--- src/rtl/wscf_pkg.sv ---
// Types, constants and helpers shared by the weighted sparse count filter.
package wscf_pkg;

  localparam int FEATURES_DEFAULT = 4096;
  localparam int FID_W            = 12;
  localparam int WORD_W           = 32;
  localparam int TOTAL_W          = 48;
  localparam int LIMIT_W          = 13;
  localparam int QUEUE_DEPTH      = 4;
  localparam int CFG_ADDR_W       = 3;
  localparam int CFG_DATA_W       = 32;
  localparam int S_DATA_W         = 80;
  localparam int M_DATA_W         = 144;

  localparam logic [LIMIT_W-1:0] FEATURE_LIMIT_RESET = 13'd4096;

  typedef enum logic {
    OP_LOAD  = 1'b0,
    OP_ENTRY = 1'b1
  } op_t;

  typedef enum logic {
    KIND_ENTRY  = 1'b0,
    KIND_TOTALS = 1'b1
  } kind_t;

  typedef enum logic [1:0] {
    ST_OK         = 2'd0,
    ST_BAD_INDEX  = 2'd1,
    ST_ZERO_TOTAL = 2'd2,
    ST_OVERFLOW   = 2'd3
  } status_t;

  typedef enum logic {
    REG_FEATURE_LIMIT = 1'b0,
    REG_WEIGHTED_MODE = 1'b1
  } reg_index_t;

  typedef struct packed {
    logic [LIMIT_W-1:0] feature_limit;
    logic               weighted_mode;
  } cfg_t;

  typedef struct packed {
    logic [FID_W-1:0]  fid;
    logic [WORD_W-1:0] count;
    logic [WORD_W-1:0] weight;
    logic              last;
    logic              bad;
    logic              wmode;
  } cmd_t;

  typedef struct packed {
    kind_t              kind;
    logic [FID_W-1:0]   fid;
    logic [WORD_W-1:0]  wcount;
    logic [TOTAL_W-1:0] raw;
    logic [TOTAL_W-1:0] eff;
    status_t            status;
    logic               last;
  } result_t;

  function automatic status_t raise_status(status_t cur, status_t code);
    return (code > cur) ? code : cur;
  endfunction

endpackage

--- src/rtl/wscf_regs.sv ---
// Configuration register file behind the APB-style port.
module wscf_regs
  import wscf_pkg::*;
(
  input  logic                  clk,
  input  logic                  rst,
  input  logic                  psel,
  input  logic                  penable,
  input  logic                  pwrite,
  input  logic [CFG_ADDR_W-1:0] paddr,
  input  logic [CFG_DATA_W-1:0] pwdata,
  output logic [CFG_DATA_W-1:0] prdata,
  output logic                  pready,
  output cfg_t                  cfg
);

  reg_index_t idx;
  logic       wr;

  assign idx    = reg_index_t'(paddr[2]);
  assign wr     = psel && penable && pwrite && pready;
  assign pready = 1'b1;

  always_ff @(posedge clk) begin
    if (rst) begin
      cfg.feature_limit <= FEATURE_LIMIT_RESET;
      cfg.weighted_mode <= 1'b0;
    end else if (wr) begin
      unique case (idx)
        REG_FEATURE_LIMIT: cfg.feature_limit <= pwdata[LIMIT_W-1:0];
        REG_WEIGHTED_MODE: cfg.weighted_mode <= pwdata[0];
        default: ;
      endcase
    end
  end

  always_comb begin
    unique case (idx)
      REG_FEATURE_LIMIT: prdata = {{(CFG_DATA_W-LIMIT_W){1'b0}}, cfg.feature_limit};
      REG_WEIGHTED_MODE: prdata = {{(CFG_DATA_W-1){1'b0}}, cfg.weighted_mode};
      default:           prdata = '0;
    endcase
  end

endmodule

--- config.mk ---
export PLATFORM = sky130hd
export DESIGN_NAME = wscf_regs
export DESIGN_NICKNAME = d
export VERILOG_FILES = /design/src/rtl/wscf_pkg.sv /design/src/rtl/wscf_regs.sv
export SDC_FILE = /design/constraint.sdc
export NUM_CORES = 1
export LEC_CHECK = 0
export ABC_AREA = 1
export BUFFER_PORTS_ARGS = -buffer_cell sky130_fd_sc_hd__buf_2
export CORE_UTILIZATION = 39
export CTS_CLUSTER_SIZE = 20
export DETAILED_ROUTE_END_ITERATION = 10
export GPL_ROUTABILITY_DRIVEN = 0
export PLACE_DENSITY = 0.95
export SYNTH_ARGS = -nofsm -noshare
export SYNTH_HDL_FRONTEND = slang
export SYNTH_SLANG_ARGS = --single-unit
--- constraint.sdc ---
create_clock -name clk -period 1.4 [get_ports clk]
set_clock_uncertainty 0.15 [all_clocks]
set_input_delay 0.07 -clock clk [delete_from_list [all_inputs] [get_ports clk]]
set_output_delay 0.07 -clock clk [all_outputs]
set_load 0.02 [all_outputs]
After elaboration in Yosys (flattened, before gate mapping)
Index checks and enable logic that the tools add are counted.

word-level totals
  register bits after elaboration = 14
  input bits = 40
  output and inout port bits = 47
  logic and storage cells = 8

cells by class
  muxes and demuxes = 1
  bitwise logic cells = 1
  reduce and logical (&&, ||, !) cells = 4

operators with widths
  cell                              count
  case mux 32 bit (2 select lines)  1
  AND reduction 2 bit               2
  logical AND 1 bit                 2
  inverter 1 bit                    1

Depth between registers and ports, before layout
  depth after elaboration = 3
  gate-level depth with buffers = 6
  depth with buffers taken out = 5

Least setup slack after synthesis
No wires, ideal clock.

  path kind = reg-to-output
  from = register cfg[11] (netlist bit)
  to = output prdata[10]
  arrival = 782 ps
  slack = 398 ps
  cell stages (with the launch flop) = 3
  buffers on the path = 0
  path through = dfxtp_1 > inv_1 > nor2_1

on the way
  word-level cells in the longest chain between the ends = 1

ends and longest elaborated chain
  what                              line             source
  from (decl)                       wscf_regs.sv:14  output cfg_t cfg
  case mux 32 bit (2 select lines)  wscf_regs.sv:38  unique case (idx)
  to (decl)                         wscf_regs.sv:12  output logic [CFG_DATA_W-1:0] prdata,

No other way between the ends. The select of a mux whose other input is x is not followed.

Worst setup path after layout
  from = register cfg[0] (netlist bit)
  to = output prdata[0]

The elaborated chain is that of the path after synthesis.

==> impl_metrics.json <==
{
  "synth_area_leader_cell": "dfxtp_1",
  "grt_pass1_wl_um": 3000,
  "clockBufferDepth": 2,
  "mostFrequentLayoutCells": "45 x buf_2, 36 x nor2_1, 26 x inv_1",
  "rows": 17,
  "final.period_utilization_pct": 80.6,
  "rsz0062_at_grt": "false",
  "outcome": "finished, final reports clean",
  "grt_pass1_vias": 723,
  "cts_root_buf": "clkbuf_4",
  "period_minus_slack_ps": 1130,
  "fmax_mhz": 886,
  "grt_usage_pct": 15.7,
  "tritoncts": "done",
  "finalWirelength_um": 1910,
  "ioPinCount": 87,
  "fin_ws_ps": 272,
  "numCtsBuffers": 3,
  "use_met1_pct": 17.2,
  "h-tree-depth": 1,
  "drive_gt1_share_pct": 27.6,
  "clk_pin_slew_worst_paths_ps": 70,
  "critPathLaunchType": "flop",
  "critPathArrivalTime_ps": 910,
  "setup_viol": 0,
  "ys_seq_elements": 14,
  "whs_ps": 11.8,
  "dp_slack_ps": 295,
  "antenna_found_initial": 0,
  "setup_tns_ps": 0,
  "use_met2_pct": 29.8,
  "dieArea_um2": 2560,
  "use_met3_pct": 1.82,
  "drv_slew": 0,
  "syn_inst": 143,
  "seqCellArea_um2": 280,
  "drv_cap": 0,
  "pwr_density_cell_nw_per_um2": 727,
  "die_y_um": 50.6,
  "worstPathRequired_ps": 1180,
  "final_common_cell": "buf_2",
  "grt_max_degree": 19,
  "n_antenna_cell": 0,
  "synth_area_leaders": "dfxtp_1 30%, buf_4 16%, nor2_1 15%, inv_1 11%, nand3_1 7.6%",
  "grt-busiest-layer": "met2",
  "dpl.hpwl_um": 1320,
  "overflow": 0,
  "cp_max_fo": 3,
  "reg.largest.list": "cfg: 14 flops",
  "fin_nets": 238,
  "dpl-instance-area_um2": 1040,
  "drt-pass1-iter-count": 4,
  "drcViolationCount": 0,
  "hp-class": "in -> reg",
  "leakage_nw": 0.693,
  "viasPerCell": 4.03,
  "syn-cell-area_um2": 920,
  "ir_drop_mv": 0.405,
  "die_x_um": 50.6,
  "final_antenna_net_count": 0,
  "synth-seq-area-share_pct": 30.5,
  "floorplan.initialDensity_pct": 41.6,
  "finalHoldViolCount": 0,
  "io_buffer_count": 45,
  "vias": 902,
  "crit_type": "reg -> out",
  "synth.yosys.warnings": 0,
  "finalInstanceArea_um2": 1190,
  "largest_reg_flops": 14,
  "synth.top_cell.area_share_pct": 30.5,
  "core_um2": 2210,
  "n_fill_cell": 238,
  "cts_sinks": 14,
  "area_growth_pct": 29.9,
  "wl_per_cell_um": 8.52,
  "cts_resized": 0,
  "multiInputGateArea_um2": 400,
  "regMostFlops": "cfg",
  "synth_cell_type_count": 15,
  "avgSynthCellArea_um2": 6.43,
  "end_kind": "output pin",
  "dr.first_iter.drc_count": 7,
  "clkLatencyLatePin_ps": 270
}
[through the flow]
step	utilization, %	std cells	total power [W]
3_5_place_dp	47.1	208	0.000635
6_report	54.0	224	0.000869
3_3_place_gp	47.1	208	0.000631
5_1_grt	54.0	224	0.000921
4_1_cts	54.0	224	0.000879
2_1_floorplan	-	161	0.000629
[timing repair]
| action | CTS | global route |
|---|---|---|
| hold buffers | 13 | 0 |
| endpoints found under the hold margin | 14 | 0 |
| buffers inserted | 0 | 0 |
| setup endpoints to repair | 0 | 0 |
[where the power goes]
part	internal (W)	leakage, nW	total, W	switching [W]
Clock	0.0000994	0.0138	0.000215	0.000115
Combinational	0.0000807	0.565	0.000233	0.000152
Sequential	0.000412	0.114	0.000421	0.00000948
[cell families after synthesis]
group                  Yosys count  share of synthesized area [%]
AO/OA/AOI/OAI                    2                           1.50
buffers and inverters           53                           33.3
flip-flops                      14                           30.5
other                            2                          0.817
AND/OR/NAND/NOR                 72                           33.9
[area by class of cell]
class,instances,area share [%]
clock buffer,3,1.88
inverter,27,8.48
multi-input combinational,94,33.5
sequential,14,23.5
tap,28,2.93
timing repair buffer,58,29.7
[critical path: stages (launching register included)]
cell and delay [ps]:
dfxtp_1 370, nand2_1 60, nand2_1 70, buf_2 150
[cell usage after synthesis]
library cell / count
inv_1: 26
nand3_2: 1
nor2_1: 36
nand3_1: 14
o21ai_0: 1
a21oi_2: 1
dfxtp_1: 14
buf_4: 20
nor2_4: 2
nor2_2: 1
conb_1: 2
buf_2: 2
nand2_1: 18
buf_6: 4
inv_2: 1
[layer usage]
metal / wire, um / up-vias
met3: 76 / 2
met2: 1020 / 30
met5: 0 / -
met4: 12 / 0
li1: - / 478
met1: 794 / 392
[final timing paths]
path         cells after the start         to  startpoint  slack, ps
max                              3  prdata[0]      cfg[0]        270
min                              4    cfg[13]     penable         10
max reg2reg                      2    cfg[13]     cfg[13]        650
min reg2reg                      2    cfg[12]     cfg[12]        350
No activity file was read; power rests on OpenSTA's default activity.
