<file path="src/rtl/wscf_pkg.sv">
// Types, constants and helpers shared by the weighted sparse count filter.
package wscf_pkg;

  localparam int FEATURES_DEFAULT = 4096;
  localparam int FID_W            = 12;
  localparam int WORD_W           = 32;
  localparam int TOTAL_W          = 48;
  localparam int LIMIT_W          = 13;
  localparam int QUEUE_DEPTH      = 4;
  localparam int CFG_ADDR_W       = 3;
  localparam int CFG_DATA_W       = 32;
  localparam int S_DATA_W         = 80;
  localparam int M_DATA_W         = 144;

  localparam logic [LIMIT_W-1:0] FEATURE_LIMIT_RESET = 13'd4096;

  typedef enum logic {
    OP_LOAD  = 1'b0,
    OP_ENTRY = 1'b1
  } op_t;

  typedef enum logic {
    KIND_ENTRY  = 1'b0,
    KIND_TOTALS = 1'b1
  } kind_t;

  typedef enum logic [1:0] {
    ST_OK         = 2'd0,
    ST_BAD_INDEX  = 2'd1,
    ST_ZERO_TOTAL = 2'd2,
    ST_OVERFLOW   = 2'd3
  } status_t;

  typedef enum logic {
    REG_FEATURE_LIMIT = 1'b0,
    REG_WEIGHTED_MODE = 1'b1
  } reg_index_t;

  typedef struct packed {
    logic [LIMIT_W-1:0] feature_limit;
    logic               weighted_mode;
  } cfg_t;

  typedef struct packed {
    logic [FID_W-1:0]  fid;
    logic [WORD_W-1:0] count;
    logic [WORD_W-1:0] weight;
    logic              last;
    logic              bad;
    logic              wmode;
  } cmd_t;

  typedef struct packed {
    kind_t              kind;
    logic [FID_W-1:0]   fid;
    logic [WORD_W-1:0]  wcount;
    logic [TOTAL_W-1:0] raw;
    logic [TOTAL_W-1:0] eff;
    status_t            status;
    logic               last;
  } result_t;

  function automatic status_t raise_status(status_t cur, status_t code);
    return (code > cur) ? code : cur;
  endfunction

endpackage

</file>
<file path="src/rtl/wscf_queue.sv">
// Short FIFO of classified entries between the front and back ends.
module wscf_queue
  import wscf_pkg::*;
(
  input  logic clk,
  input  logic rst,
  input  logic push_valid,
  output logic push_ready,
  input  cmd_t push_cmd,
  output logic pop_valid,
  input  logic pop_ready,
  output cmd_t pop_cmd
);

  localparam int PW = $clog2(QUEUE_DEPTH);

  cmd_t          slots [QUEUE_DEPTH];
  logic [PW-1:0] wr_ptr;
  logic [PW-1:0] rd_ptr;
  logic [PW:0]   fill;
  logic          push;
  logic          pop;

  assign push_ready = fill != (PW+1)'(QUEUE_DEPTH);
  assign pop_valid  = fill != '0;
  assign push       = push_valid && push_ready;
  assign pop        = pop_valid && pop_ready;
  assign pop_cmd    = slots[rd_ptr];

  always_ff @(posedge clk) begin
    if (push) begin
      slots[wr_ptr] <= push_cmd;
    end
  end

  always_ff @(posedge clk) begin
    if (rst) begin
      wr_ptr <= '0;
      rd_ptr <= '0;
      fill   <= '0;
    end else begin
      if (push) begin
        wr_ptr <= wr_ptr + 1'b1;
      end
      if (pop) begin
        rd_ptr <= rd_ptr + 1'b1;
      end
      if (push && !pop) begin
        fill <= fill + 1'b1;
      end else if (pop && !push) begin
        fill <= fill - 1'b1;
      end
    end
  end

endmodule

</file>
<file path="config.mk">
export PLATFORM = sky130hd
export DESIGN_NAME = wscf_queue
export DESIGN_NICKNAME = d
export VERILOG_FILES = /design/src/rtl/wscf_pkg.sv /design/src/rtl/wscf_queue.sv
export SDC_FILE = /design/constraint.sdc
export NUM_CORES = 1
export LEC_CHECK = 0
export BUFFER_PORTS_ARGS = -buffer_cell sky130_fd_sc_hd__clkbuf_2
export CAP_MARGIN = 10
export CORE_MARGIN = 1.5
export CORE_UTILIZATION = 59
export CTS_BUF_LIST = sky130_fd_sc_hd__clkbuf_4 sky130_fd_sc_hd__clkbuf_8
export CTS_CLUSTER_SIZE = 30
export DETAILED_ROUTE_END_ITERATION = 6
export GPL_TIMING_DRIVEN = 0
export PLACE_DENSITY = 0.87
export SETUP_SLACK_MARGIN = 0.4
export SLEW_MARGIN = 20
export SYNTH_ARGS = -nofsm -noshare
export SYNTH_HDL_FRONTEND = slang
export SYNTH_SLANG_ARGS = --single-unit
</file>
<file path="constraint.sdc">
create_clock -name clk -period 3.7 [get_ports clk]
set_input_delay 0 -clock clk [delete_from_list [all_inputs] [get_ports clk]]
set_output_delay 0 -clock clk [all_outputs]
set_load 0.03 [all_outputs]
</file>
# == After elaboration in Yosys (flattened, before gate mapping) ==
# Memories as Yosys holds them, arrays and structs flattened. A register that Yosys moved wholly into a read port is not among the register bits.
# Index checks and enable logic that the tools add are counted.
# classes
muxes,6
add_sub_neg,4
n_reduce_logical,8
eq_ne,1
# ops
op,n
$mux 3,2
$add 2x1->2 const B,2
$logic_and 1x1->1,4
$mux 2,2
$add 3x1->3 const B,1
$ne 3x3->1 const B,1
$reduce_bool 3->1,1
$sub 3x1->3 const B,1
$logic_not 1->1,2
$mux 1,2
$reduce_bool 2->1,1
# totals
wordCells,23
register_bits,7
out_inout_bits,81
mem_count,1
inputBits,83
ram_bits,316
# memory_table
memory,depth,width,read_ports,rd_ports_with_merged_regs,write_ports,line_no,text
slots,4,79,1,1,1,wscf_queue.sv:17,cmd_t slots [QUEUE_DEPTH];

# == Longest topological paths before layout ==
# logic_depth
ltp_word,6
depth_mapped,8
depth_no_buf,8

# == Least setup slack after synthesis ==
# OpenSTA, ideal clock, no wires.
# synth_path
path_type,register to register
startpoint,reg fill[0]
endpoint,"mem slots[0][0] in the netlist's numbering, enable pin"
path_buffers,0
period_less_slack_ns,3.093
path_stages_with_launch,4
setup_ns,0.446
required_ns,3.254
slack_ns,0.607
arrival_time_ns,2.647
cell_sequence,dfxtp_1 nor2_1 a21boi_2 and2_1
# synth_via
elab_chain_len,4
# synth_lines
element,line_no,text
start: declaration,wscf_queue.sv:20,logic [PW:0] fill;
start signal: assignment,wscf_queue.sv:49,fill <= fill + 1'b1;
start signal: assignment,wscf_queue.sv:51,fill <= fill - 1'b1;
$ne 3x3->1,wscf_queue.sv:24,assign push_ready = fill != (PW+1)'(QUEUE_DEPTH);
$logic_and 1x1->1,wscf_queue.sv:26,assign push = push_valid && push_ready;
net push,wscf_queue.sv:21,logic push;
$mux 1,wscf_queue.sv:31,if (push) begin
$mux 1 (not written as such),wscf_queue.sv:32,slots[wr_ptr] <= push_cmd;
end: declaration,wscf_queue.sv:17,
# The timed path passes the listed nets, and every way through them passes these cells.

# == Worst setup path in the final report ==
# layout_path
startpoint,reg fill[0]
endpoint,reg fill[2]
# layout_via
elab_chain_len,5
word_cells_on_any_way,13
cone_classes,add/sub (2); eq/ne (1); mux (2); reduce/logical (8)
# layout_lines
element,line_no,text
$ne 3x3->1 *,wscf_queue.sv:24,
$logic_and 1x1->1 *,wscf_queue.sv:26,
net push,wscf_queue.sv:21,
$logic_not 1->1,wscf_queue.sv:50,end else if (pop && !push) begin
$logic_and 1x1->1,wscf_queue.sv:50,
$reduce_bool 2->1 (no line),n/a,
# Mark *: on every way through the listed nets, which the timed path passes. The rest lies on a longest branch. The select of a mux whose other input is x is not followed.
# A chain may end at the register's enable or synchronous reset.

==> impl_metrics.env <==
export IMPL_cap_violations=0
export IMPL_drt_iter0_markers=348
export IMPL_worst_path_max_delay_cell="dfxtp_1"
export IMPL_finalPower_mw=10.4
export IMPL_hp_class="in -> reg"
export IMPL_layout_drive_gt1_share_pct=43.0
export IMPL_overflow=0
export IMPL_peakVddDrop_v=0.000405
export IMPL_hold_slack_ns=0.202
export IMPL_rsz0062_at_grt="false"
export IMPL_cp_start_kind="register"
export IMPL_cts_num_sinks=325
export IMPL_finalCritPeriodShare_pct=63.4
export IMPL_leakagePower_nw=5.18
export IMPL_setup_viol=0
export IMPL_drc=0
export IMPL_status="finished clean"
export IMPL_die_area_um2=20900
export IMPL_dr_pass1_iters=4
export IMPL_die_y_um=145
export IMPL_cts_buffers_inserted=49
export IMPL_syn2layout_area_growth_pct=25.7
export IMPL_worst_setup_path_type="reg -> reg"
export IMPL_critical_path_required_ns=4.18
export IMPL_insertion_delay_ns=0.55
export IMPL_maxSlewViolCount=0
export IMPL_nFillCells=1035
export IMPL_finalNetCount=849
export IMPL_crit_chain="nor2_1 > a21boi_2 > ha_1 > inv_1 > fa_1 > xor2_1 > or3_1 > a21oi_1"
export IMPL_initial_core_util_pct=60.5
export IMPL_syn_instance_count=461
export IMPL_tightest_slew_ns=0.679
export IMPL_ios=164
export IMPL_ant_nets=0
export IMPL_layout_setup_ws_ns=1.35
export IMPL_coreArea_um2=19600
export IMPL_grt_max_degree=48
export IMPL_totalWireLength_mm=23.1
export IMPL_path_max_fanout=7
export IMPL_grt_pass1_vias=6247
export IMPL_port_buffer_count=162
export IMPL_yosysWarnings=0
export IMPL_final_setup_tns_ns=0
export IMPL_dp_hpwl_mm=13.2
export IMPL_clkSlewWorstSetupHoldPaths_ns=0.07
export IMPL_grtUsageTotal_pct=22.6
export IMPL_cts_tree="built"
export IMPL_synth_seq_cells=325
export IMPL_place_congestion=0.760
export IMPL_grt_antenna_before_repair=0
export IMPL_relSlewSlack_pct=54.8
export IMPL_p_per_area_nw_per_um2=699
export IMPL_yosysSeqAreaShare_pct=81.6
export IMPL_crit_path_end_kind="register"
export IMPL_htreeDepth=2
export IMPL_diodes=0
export IMPL_clockRootBuffer="clkbuf_8"
export IMPL_max_freq_mhz=426
export IMPL_grt_pass1_wl_mm=34.2
export IMPL_slowest_delay_ns=0.46
export IMPL_worst_ep_arrival_time_ns=2.82
export IMPL_syn_nets=550
export IMPL_avgViaCountPerCell=5.53
export IMPL_syn_area_per_cell_um2=25.7
export IMPL_std_cell_rows=51
export IMPL_synth_cell_types=24
export IMPL_period_needed_ns=2.35
export IMPL_syn_cell_area_um2=11800
export IMPL_vias=5888
export IMPL_skew_ns=0.0235
export IMPL_wl_per_cell_um=21.7
export IMPL_die_width_um=145
export IMPL_place_ws_ns=1.40
export IMPL_report_final_hold_viol_count=0
export IMPL_cts_resized=0
export IMPL_cts_buffer_depth=3
## registers in the layout, indices dropped and copies added, names as in the netlist, named ones only
signal,count
wr_ptr,2
slots,316
fill,3
rd_ptr,2
## cells in the mapped netlist, drive strengths merged
master	number	area [µm²]
nand2	1	3.75
buf	12	91.3
nand2b	2	12.5
fa	1	20.0
xor2	4	35.0
o31ai	1	7.51
or3	2	12.5
edfxtp	316	9490
mux2i	2	20.0
a21boi	1	11.3
dfxtp	9	180
o21ai	1	5.00
mux2	1	11.3
mux4	79	1780
a21oi	1	5.00
nor2	8	30.0
inv	3	11.3
clkbuf	7	26.3
o311ai	1	8.76
and2	4	25.0
ha	5	62.6
## report_power, final
group          total [mW]  leakage, nW  switching [mW]  internal (mW)
sequential           4.59         2.97           0.117           4.47
clock                2.80        0.513            1.27           1.53
combinational        3.04         1.69            1.87           1.16
## through the flow
stage | instances | util, % | instance area, µm²
final | 1065 | 76.0 | 14900
after global placement | 888 | 66.3 | 13000
after floorplan | 461 | - | 11800
after global routing | 1065 | 76.0 | 14900
after detailed placement | 892 | 66.9 | 13100
after CTS | 1065 | 76.0 | 14900
## routing by layer
layer	routed length, µm	track usage, %	vias up
li1	-	-	2582
met3	1410	4.94	58
met4	649	8.67	0
met2	12100	39.5	222
met5	0	0	-
met1	8900	28.0	3026
## final timing paths
kind | startpoint | slack [ns] | depth (start not counted) | end
max reg2reg | fill[0] | 1.35 | 8 | fill[2]
max | fill[0] | 1.35 | 8 | fill[2]
min reg2reg | rd_ptr[1] | 0.57 | 2 | register
min | push_cmd[41] | 0.20 | 2 | slots[2][41]
## cell families after synthesis
kind of cell             share of synthesized area (%)
buffers and inverters                             1.09
multiplexers                                      15.3
AO/OA/AOI/OAI                                    0.317
XOR/XNOR                                         0.296
flip-flops                                        81.6
AND/OR/NAND/NOR                                  0.707
adder cells (fa/ha/maj)                          0.697
## repair_timing
action,CTS,global route
endpoints found under the hold margin,325,0
buffers inserted,0,0
hold buffers,82,0
## worst max-delay path: cells and delay by family (launching register included)
family	cells	cell delay [ns]
xor+xnor	1	0.15
compound gates	2	0.53
simple gates	2	0.41
buf+inv	1	0.07
fa+ha+maj	2	0.65
flops	1	0.46
## layout by cell type (no fill, tap or decap)
master         instances
buf_6                  1
inv_1                  3
clkbuf_1               7
clkinvlp_4             2
buf_2                  9
dfxtp_1                9
mux2i_1                2
clkinv_2               5
clkbuf_2             162
nand2b_1               2
a21boi_2               1
edfxtp_1             316
or3_1                  2
buf_8                  1
dlygate4sd3_1         82
clkbuf_8              53
nand2_1                1
and2_4                 4
a21oi_1                1
o21ai_0                1
fa_1                   1
xor2_1                 4
o311ai_0               1
mux4_2                79
ha_1                   5
buf_16                 4
mux2_2                 1
o31ai_1                1
clkbuf_4              21
clkinv_1              10
buf_12                 1
nor2_1                 8
## area by class of cell
type	count	area [µm²]	area share, %
clock inverter	17	77.6	0.521
multi-input combinational	114	2060	13.8
timing repair buffer	248	1740	11.7
tap	265	332	2.23
inverter	3	11.3	0.0756
buffer	19	118	0.790
sequential	325	9670	64.9
clock buffer	74	887	5.96
Note: power is estimated with default switching activity, not from simulation.
