===== config.mk =====
export PLATFORM = sky130hd
export DESIGN_NAME = wscf_back
export DESIGN_NICKNAME = d
export VERILOG_FILES = /design/src/rtl/wscf_pkg.sv /design/src/rtl/wscf_back.sv
export SDC_FILE = /design/constraint.sdc
export NUM_CORES = 2
export LEC_CHECK = 0
export ABC_AREA = 1
export CAP_MARGIN = 0
export CORE_MARGIN = 2
export CORE_UTILIZATION = 40
export CTS_BUF_LIST = sky130_fd_sc_hd__clkbuf_16
export DETAILED_ROUTE_END_ITERATION = 8
export DONT_BUFFER_PORTS = 1
export SLEW_MARGIN = 10
export SYNTH_ARGS = -nofsm -noshare
export SYNTH_HDL_FRONTEND = slang
export SYNTH_SLANG_ARGS = --single-unit

===== constraint.sdc =====
create_clock -name clk -period 40.2 [get_ports clk]
set_clock_uncertainty 0.2 [all_clocks]
set_input_delay 4.02 -clock clk [delete_from_list [all_inputs] [get_ports clk]]
set_output_delay 4.02 -clock clk [all_outputs]
set_load 0.1 [all_outputs]

===== src/rtl/wscf_pkg.sv =====
// Types, constants and helpers shared by the weighted sparse count filter.
package wscf_pkg;

  localparam int FEATURES_DEFAULT = 4096;
  localparam int FID_W            = 12;
  localparam int WORD_W           = 32;
  localparam int TOTAL_W          = 48;
  localparam int LIMIT_W          = 13;
  localparam int QUEUE_DEPTH      = 4;
  localparam int CFG_ADDR_W       = 3;
  localparam int CFG_DATA_W       = 32;
  localparam int S_DATA_W         = 80;
  localparam int M_DATA_W         = 144;

  localparam logic [LIMIT_W-1:0] FEATURE_LIMIT_RESET = 13'd4096;

  typedef enum logic {
    OP_LOAD  = 1'b0,
    OP_ENTRY = 1'b1
  } op_t;

  typedef enum logic {
    KIND_ENTRY  = 1'b0,
    KIND_TOTALS = 1'b1
  } kind_t;

  typedef enum logic [1:0] {
    ST_OK         = 2'd0,
    ST_BAD_INDEX  = 2'd1,
    ST_ZERO_TOTAL = 2'd2,
    ST_OVERFLOW   = 2'd3
  } status_t;

  typedef enum logic {
    REG_FEATURE_LIMIT = 1'b0,
    REG_WEIGHTED_MODE = 1'b1
  } reg_index_t;

  typedef struct packed {
    logic [LIMIT_W-1:0] feature_limit;
    logic               weighted_mode;
  } cfg_t;

  typedef struct packed {
    logic [FID_W-1:0]  fid;
    logic [WORD_W-1:0] count;
    logic [WORD_W-1:0] weight;
    logic              last;
    logic              bad;
    logic              wmode;
  } cmd_t;

  typedef struct packed {
    kind_t              kind;
    logic [FID_W-1:0]   fid;
    logic [WORD_W-1:0]  wcount;
    logic [TOTAL_W-1:0] raw;
    logic [TOTAL_W-1:0] eff;
    status_t            status;
    logic               last;
  } result_t;

  function automatic status_t raise_status(status_t cur, status_t code);
    return (code > cur) ? code : cur;
  endfunction

endpackage


===== src/rtl/wscf_back.sv =====
// Back end: weight multiply, saturating accumulation and result output with a spare slot.
module wscf_back
  import wscf_pkg::*;
(
  input  logic                clk,
  input  logic                rst,
  input  logic                cmd_valid,
  output logic                cmd_ready,
  input  cmd_t                cmd,
  output logic                m_tvalid,
  input  logic                m_tready,
  output logic [M_DATA_W-1:0] m_tdata,
  output logic [0:0]          m_tuser,
  output logic                m_tlast
);

  logic                    mv;
  cmd_t                    mcmd;
  logic [2*WORD_W-1:0]     prod;

  logic [TOTAL_W-1:0]      raw_acc;
  logic [TOTAL_W-1:0]      eff_acc;
  status_t                 status;

  logic                    out_valid;
  result_t                 out;
  logic                    pend_valid;
  result_t                 pend;

  logic                    take;
  logic                    m_advance;
  logic [WORD_W-1:0]       wval;
  logic                    povf;
  logic [WORD_W-1:0]       value;
  logic                    emit;
  logic [TOTAL_W:0]        raw_sum;
  logic [TOTAL_W:0]        eff_sum;
  logic [TOTAL_W-1:0]      raw_new;
  logic [TOTAL_W-1:0]      eff_new;
  status_t                 status_new;
  status_t                 status_fin;
  result_t                 entry_res;
  result_t                 tot_res;

  assign take      = mv && !pend_valid && (!out_valid || m_tready);
  assign m_advance = !mv || take;
  assign cmd_ready = m_advance;

  always_ff @(posedge clk) begin
    if (rst) begin
      mv <= 1'b0;
    end else if (m_advance) begin
      mv <= cmd_valid;
    end
  end

  always_ff @(posedge clk) begin
    if (m_advance && cmd_valid) begin
      mcmd <= cmd;
      prod <= (2*WORD_W)'(cmd.count) * (2*WORD_W)'(cmd.weight);
    end
  end

  always_comb begin
    povf       = |prod[63:48];
    wval       = povf ? '1 : prod[47:16];
    value      = mcmd.wmode ? wval : mcmd.count;
    emit       = !mcmd.bad && (!mcmd.wmode || (value != '0));
    raw_sum    = {1'b0, raw_acc} + (TOTAL_W+1)'(mcmd.count);
    eff_sum    = {1'b0, eff_acc} + (TOTAL_W+1)'(value);
    status_new = status;
    if (mcmd.bad) begin
      raw_new    = raw_acc;
      eff_new    = eff_acc;
      status_new = raise_status(status, ST_BAD_INDEX);
    end else begin
      raw_new = raw_sum[TOTAL_W] ? '1 : raw_sum[TOTAL_W-1:0];
      eff_new = eff_sum[TOTAL_W] ? '1 : eff_sum[TOTAL_W-1:0];
      if (raw_sum[TOTAL_W] || eff_sum[TOTAL_W] || (mcmd.wmode && povf)) begin
        status_new = raise_status(status, ST_OVERFLOW);
      end
    end
    status_fin = (eff_new == '0) ? raise_status(status_new, ST_ZERO_TOTAL) : status_new;

    entry_res = '{kind: KIND_ENTRY, fid: mcmd.fid, wcount: value, raw: '0, eff: '0,
                  status: ST_OK, last: !mcmd.last};
    tot_res   = '{kind: KIND_TOTALS, fid: '0, wcount: '0, raw: raw_new, eff: eff_new,
                  status: status_fin, last: 1'b1};
  end

  always_ff @(posedge clk) begin
    if (rst) begin
      raw_acc    <= '0;
      eff_acc    <= '0;
      status     <= ST_OK;
      out_valid  <= 1'b0;
      pend_valid <= 1'b0;
    end else if (take) begin
      if (mcmd.last) begin
        raw_acc <= '0;
        eff_acc <= '0;
        status  <= ST_OK;
      end else begin
        raw_acc <= raw_new;
        eff_acc <= eff_new;
        status  <= status_new;
      end
      if (emit) begin
        out_valid  <= 1'b1;
        out        <= entry_res;
        pend_valid <= mcmd.last;
        pend       <= tot_res;
      end else if (mcmd.last) begin
        out_valid <= 1'b1;
        out       <= tot_res;
      end else begin
        out_valid <= 1'b0;
      end
    end else if (out_valid && m_tready) begin
      out_valid  <= pend_valid;
      out        <= pend;
      pend_valid <= 1'b0;
    end
  end

  assign m_tvalid = out_valid;
  assign m_tdata  = {2'b00, out.status, out.eff, out.raw, out.wcount, out.fid};
  assign m_tuser  = out.kind;
  assign m_tlast  = out.last;

endmodule


* Yosys cells after proc, flatten, opt, wreduce, memory -nomap -nowiden
Index checks and enable logic that the tools add are counted.
W data, S select, Z words.
** Word-level totals
- Bits in registers :: 454
- Input port bits :: 83
- Output and inout port bits :: 148
- Logic and storage cells :: 81
** Operators by class
- Add/sub/neg operators :: 2
- Multipliers :: 1
- Order comparisons :: 3
- Equal/unequal tests :: 2
- Multiplexer cells :: 26
- Bitwise operators :: 1
- Reductions and logical operators :: 24
** Operator list (number)
- $mux W144 :: 4
- $mux W48 :: 6
- $add A48 B32 Y49 :: 2
- $mul A32 B32 Y64 :: 1
- $mux W32 :: 2
- $logic_not A48 Y1 :: 1
- $reduce_bool A32 Y1 :: 1
- $reduce_or A16 Y1 :: 1
- $mux W2 :: 7
- $mux W1 :: 7
- $logic_and A1 B1 Y1 :: 6
- $logic_not A1 Y1 :: 6
- $reduce_and A3 Y1 :: 2
- $logic_or A1 B1 Y1 :: 5
- $gt A2 B2 Y1 const A :: 2
- $ne A3 B2 Y1 const B :: 1
- $gt A1 B2 Y1 const A :: 1
- $ne A2 B1 Y1 const B :: 1
- $reduce_and A2 Y1 :: 1
- $reduce_bool A2 Y1 :: 1
- $not A1 Y1 :: 1

* Depth between registers and ports, before layout
- Word-level depth :: 14
- Gate-level depth with buffers :: 33
- Depth with buffers taken out :: 31

* Least setup slack after synthesis
Ideal clock, no wire load.
- Path kind :: input to register
- Start :: input m_tready
- End :: register out, in the netlist m_tdata[0] (enable)
- Library setup time :: 860 ps
- Arrival :: 15290 ps
- Required time :: 39140 ps
- Setup slack :: 23850 ps
- Stages :: 6
- Path buffers :: 1
- Cells stage by stage :: nor2_1 > nor2_1 > inv_2 > nor2_1 > clkbuf_1 > a211oi_1
** Between the ends
- Cells in the longest elaborated chain, start to end :: 4
- Elaborated cells between the ends (all ways) :: 6
- Those cells by class :: eq/ne (1); reduce/logical (5)
** RTL lines
- start, declared :: line wscf_back.sv:11 : input logic m_tready,
- $logic_or A1 B1 Y1 :: line wscf_back.sv:45 : assign take = mv && !pend_valid && (!out_valid || m_tready);
- $logic_and A1 B1 Y1 :: line wscf_back.sv:45
- $ne A3 B2 Y1 (no source line) / $reduce_bool A2 Y1 (equally long branches)
- $reduce_and A3 Y1 (no source line) (*)
- end signal, assigned :: line wscf_back.sv:110 : out <= entry_res;
- end signal, assigned :: line wscf_back.sv:115 : out <= tot_res;
- end signal, assigned :: line wscf_back.sv:121 : out <= pend;
- end, declared :: line wscf_back.sv:26 : result_t out;
Mark *: on every way between the ends. The rest lies on a longest branch, timed or not.
A chain may end at the register's enable or synchronous reset.

* Worst setup path in the final report
- Start :: input cmd[54] (netlist name)
- End :: register prod[45], data pin
** Between the ends
- Cells in the longest elaborated chain, start to end :: 1
** RTL lines
- start, declared :: line wscf_back.sv:9 : input cmd_t cmd,
- $mul A32 B32 Y64 :: line wscf_back.sv:60 : prod <= (2*WORD_W)'(cmd.count) * (2*WORD_W)'(cmd.weight);
- end signal, assigned :: line wscf_back.sv:60
- end, declared :: line wscf_back.sv:19 : logic [2*WORD_W-1:0] prod;
Every way passes these cells.

==> out/qor.yml <==
floorplan:
  num_rows: 138
  io_pins: 231
  dieArea_um2: 146000
  start_util_pct: 40.4
  die_width_um: 382
  fp.coreArea_um2: 142000
  die_y_um: 382
job:
  cap_viol_max_count: 0
cts:
  cts_tree: "yes"
  cts_hold_buf: 0
  cts_root_buf: "clkbuf_16"
  post_cts_buffers: 0
  clk_path_buf_depth: 3
  cts-resized-gates: 0
  htree_levels: 2
  cts_sinks: 438
  numCtsBuffers: 49
  insertion_delay_ns: 0.64
  clkTransAtPathRegs_ns: 0.07
yosys:
  synth_cells: 7230
  avgSynthCellArea_um2: 7.92
  synth_area_um2: 57200
  synth.area.top_cells: "fa_1, edfxtp_1, nand2_1, inv_1, ha_1"
  synth_top_area_share_pct: 31.4
  ys_ff_latch: 438
  synth_seq_area_share_pct: 21.2
  synthArstFlopShare_pct: 0
  synth_cell_type_count: 50
  synth_edf_count: 337
  synth_top_area_cell: "fa_1"
  synthFlopType: "edfxtp_1"
  yosysWarnings: 0
critical_path:
  crit_required_ns: 40.46
  cp-start-kind: "input port"
  r2r_slack_ns: 33.51
  timing.rr.end: "m_tdata[140]"
  cp.arrival_ns: 10.93
  cpPeakStageDelay_ns: 0.71
  crit_buf_inv: 6
  worstSetupPathDepth: 24
  critPathMostFrequentCell: "fa_1"
  crit_start: "cmd[54]"
  r2r_start: "prod[63]"
  worstPathMaxFanout: 34
  cp_top_family: "adder cells"
  endpoint: "prod[45]"
  crit_chain: "nand2_1 > inv_1 > fa_1 > fa_1 > inv_1 > fa_1 > fa_1 > inv_1 > fa_1 > fa_1 > fa_1 > inv_1 > fa_1 > inv_1 > ha_1 > nand2_1 > nor2_1 > inv_1 > nor2_1 > nand3_1 > o21ai_0 > nand2_1 > o21ai_0 > xor2_1"
  end_kind: "flip-flop"
  cp_slowest_cell: "o21ai_0"
  critical_path_class: "in -> reg"
  rr_worst_depth: 29
routing:
  drcViolationCount: 0
  drt_iter0_markers: 3605
  vias: 45000
  first_pass_iters: 6
  routedWlPerCell_um: 20.0
  drt-total-wl_mm: 179
  drt-vias-per-instance: 5.02
  detail-route-antenna-nets: 0
final_layout:
  synthToLayoutAreaGrowth_pct: 5.25
  multi_input_area_um2: 36800
  fin_nets: 8326
  drive_gt1_share_pct: 2.79
  fill_cells: 14300
  ff_latch_area_um2: 12100
hold_path:
  whs_path_depth: 2
  hold_class: "reg -> reg"
outcome:
  status: "finished, final reports clean"
grt:
  grt_pass1_vias: 46500
  grt_start_max_net_pins: 106
  grt.overflow.total: 0
  grt_pass1_wl_mm: 277
  grt.total_usage_pct: 24.7
  antenna_found_initial: 5
sta:
  slew_viol_final: 0
  rsz0062_at_grt: "no"
  fmax_mhz: 93.7
  hold_violations: 0
  fin_crit_sh_pct: 26.5
  fin_crit_ns: 10.67
  tns_ns: 0
  worst_pin_slew_ns: 1.10
  relSlewSlack_pct: 27.0
  setup_viol: 0
placed_design:
  io_buffers: 0
  place_hpwl_mm: 140
  place_congestion: 0.961
## metal layers
metal	share of wire (%)	vias up	track usage, %	wire [µm]
met5	0	-	0	0
met4	2.5	0	6.20	4460
met3	7.5	227	3.52	13400
met2	47	1610	41.0	84400
met1	43	22300	33.8	77200
li1	-	20800	-	-
## final cells by class
type                       instances  area share, %
timing repair buffer              17          0.212
clock inverter                    42          0.546
sequential                       438           20.2
multi-input combinational       4605           61.2
antenna                            3         0.0125
inverter                        1911           11.9
clock buffer                      50           2.08
tap                             1890           3.92
## tightest hold or removal path: stages (launching register included)
cell	delay, ns
dfxtp_1	0.31
nand2_1	0.06
a21oi_1	0.06
## placed cells by master, fill, tap and decap left out, drive strengths merged, types with 29 or more instances in the layout
cell,instances
a21oi,291
a31oi,29
clkbuf,50
dfxtp,101
edfxtp,337
fa,897
ha,324
inv,1925
nand2,2091
nand3,132
nand4,30
nor2,356
nor3,37
o21ai,162
or2,52
xnor2,35
xor2,50
## per-stage QoR
| step | util [%] | cell area (µm²) | setup slack, ns | hold slack [ns] | std cells |
|---|---|---|---|---|---|
| floorplan | - | 57200 | 23.85 | 0.245 | 7231 |
| global placement | 41.4 | 58700 | 28.98 | 0.249 | 8861 |
| detailed placement | 41.4 | 58700 | 28.94 | 0.256 | 8861 |
| CTS | 42.5 | 60200 | 29.60 | 0.265 | 8953 |
| global route | 42.5 | 60200 | 29.35 | 0.295 | 8953 |
| finish | 42.5 | 60200 | 29.53 | 0.268 | 8956 |
## flip-flops by register name, summed over array words and instances (netlist names), 2 cells and up
| register | count |
|---|---|
| m_tdata | 142 |
| pend | 98 |
| entry_res | 12 |
| raw_acc | 48 |
| status | 2 |
| mcmd | 35 |
| eff_acc | 48 |
| prod | 48 |
## Yosys cell counts, types with 9 or more instances
master    count
ha_1        324
a31oi_1      29
a21o_1       12
nor4_1       16
edfxtp_1    337
nor3_1       37
nand3b_1     10
inv_1      1908
or2_2        50
a21oi_2       9
a21oi_1     282
o21ai_2      21
o22a_1       12
clkbuf_1    252
o21ai_0     136
dfxtp_1     101
fa_1        897
nand4_1      30
o22ai_2       9
nand3_1     132
nand2_1    2086
o21a_1       20
nor2_1      356
xor2_1       50
xnor2_1      35
## logic make-up (layout without fill, tap and decap cells)
group | Yosys count | in the layout | share of synthesized area, %
AO/OA/AOI/OAI | 568 | 568 | 5.73
flip-flops | 438 | 438 | 21.2
AND/OR/NAND/NOR | 2728 | 2728 | 18.8
XOR/XNOR | 85 | 85 | 1.30
buffers and inverters | 2188 | 2020 | 14.5
adder cells (fa/ha/maj) | 1221 | 1221 | 38.5
multiplexers | 1 | 1 | 0.0175
other | 1 | 5 | 0.00655
## worst min path at each step
stage                endpoint  startpoint  slack [ns]
floorplan           status[0]   status[0]        0.25
detailed placement  status[0]   status[0]        0.26
finish              status[0]   status[0]        0.27
CTS                 status[0]   status[0]        0.26
global route        status[0]   status[0]        0.30
global placement    status[0]   status[0]        0.25
Power is not shown: default switching activity piles up to over one toggle a cycle in this logic, so the estimate is an artifact.
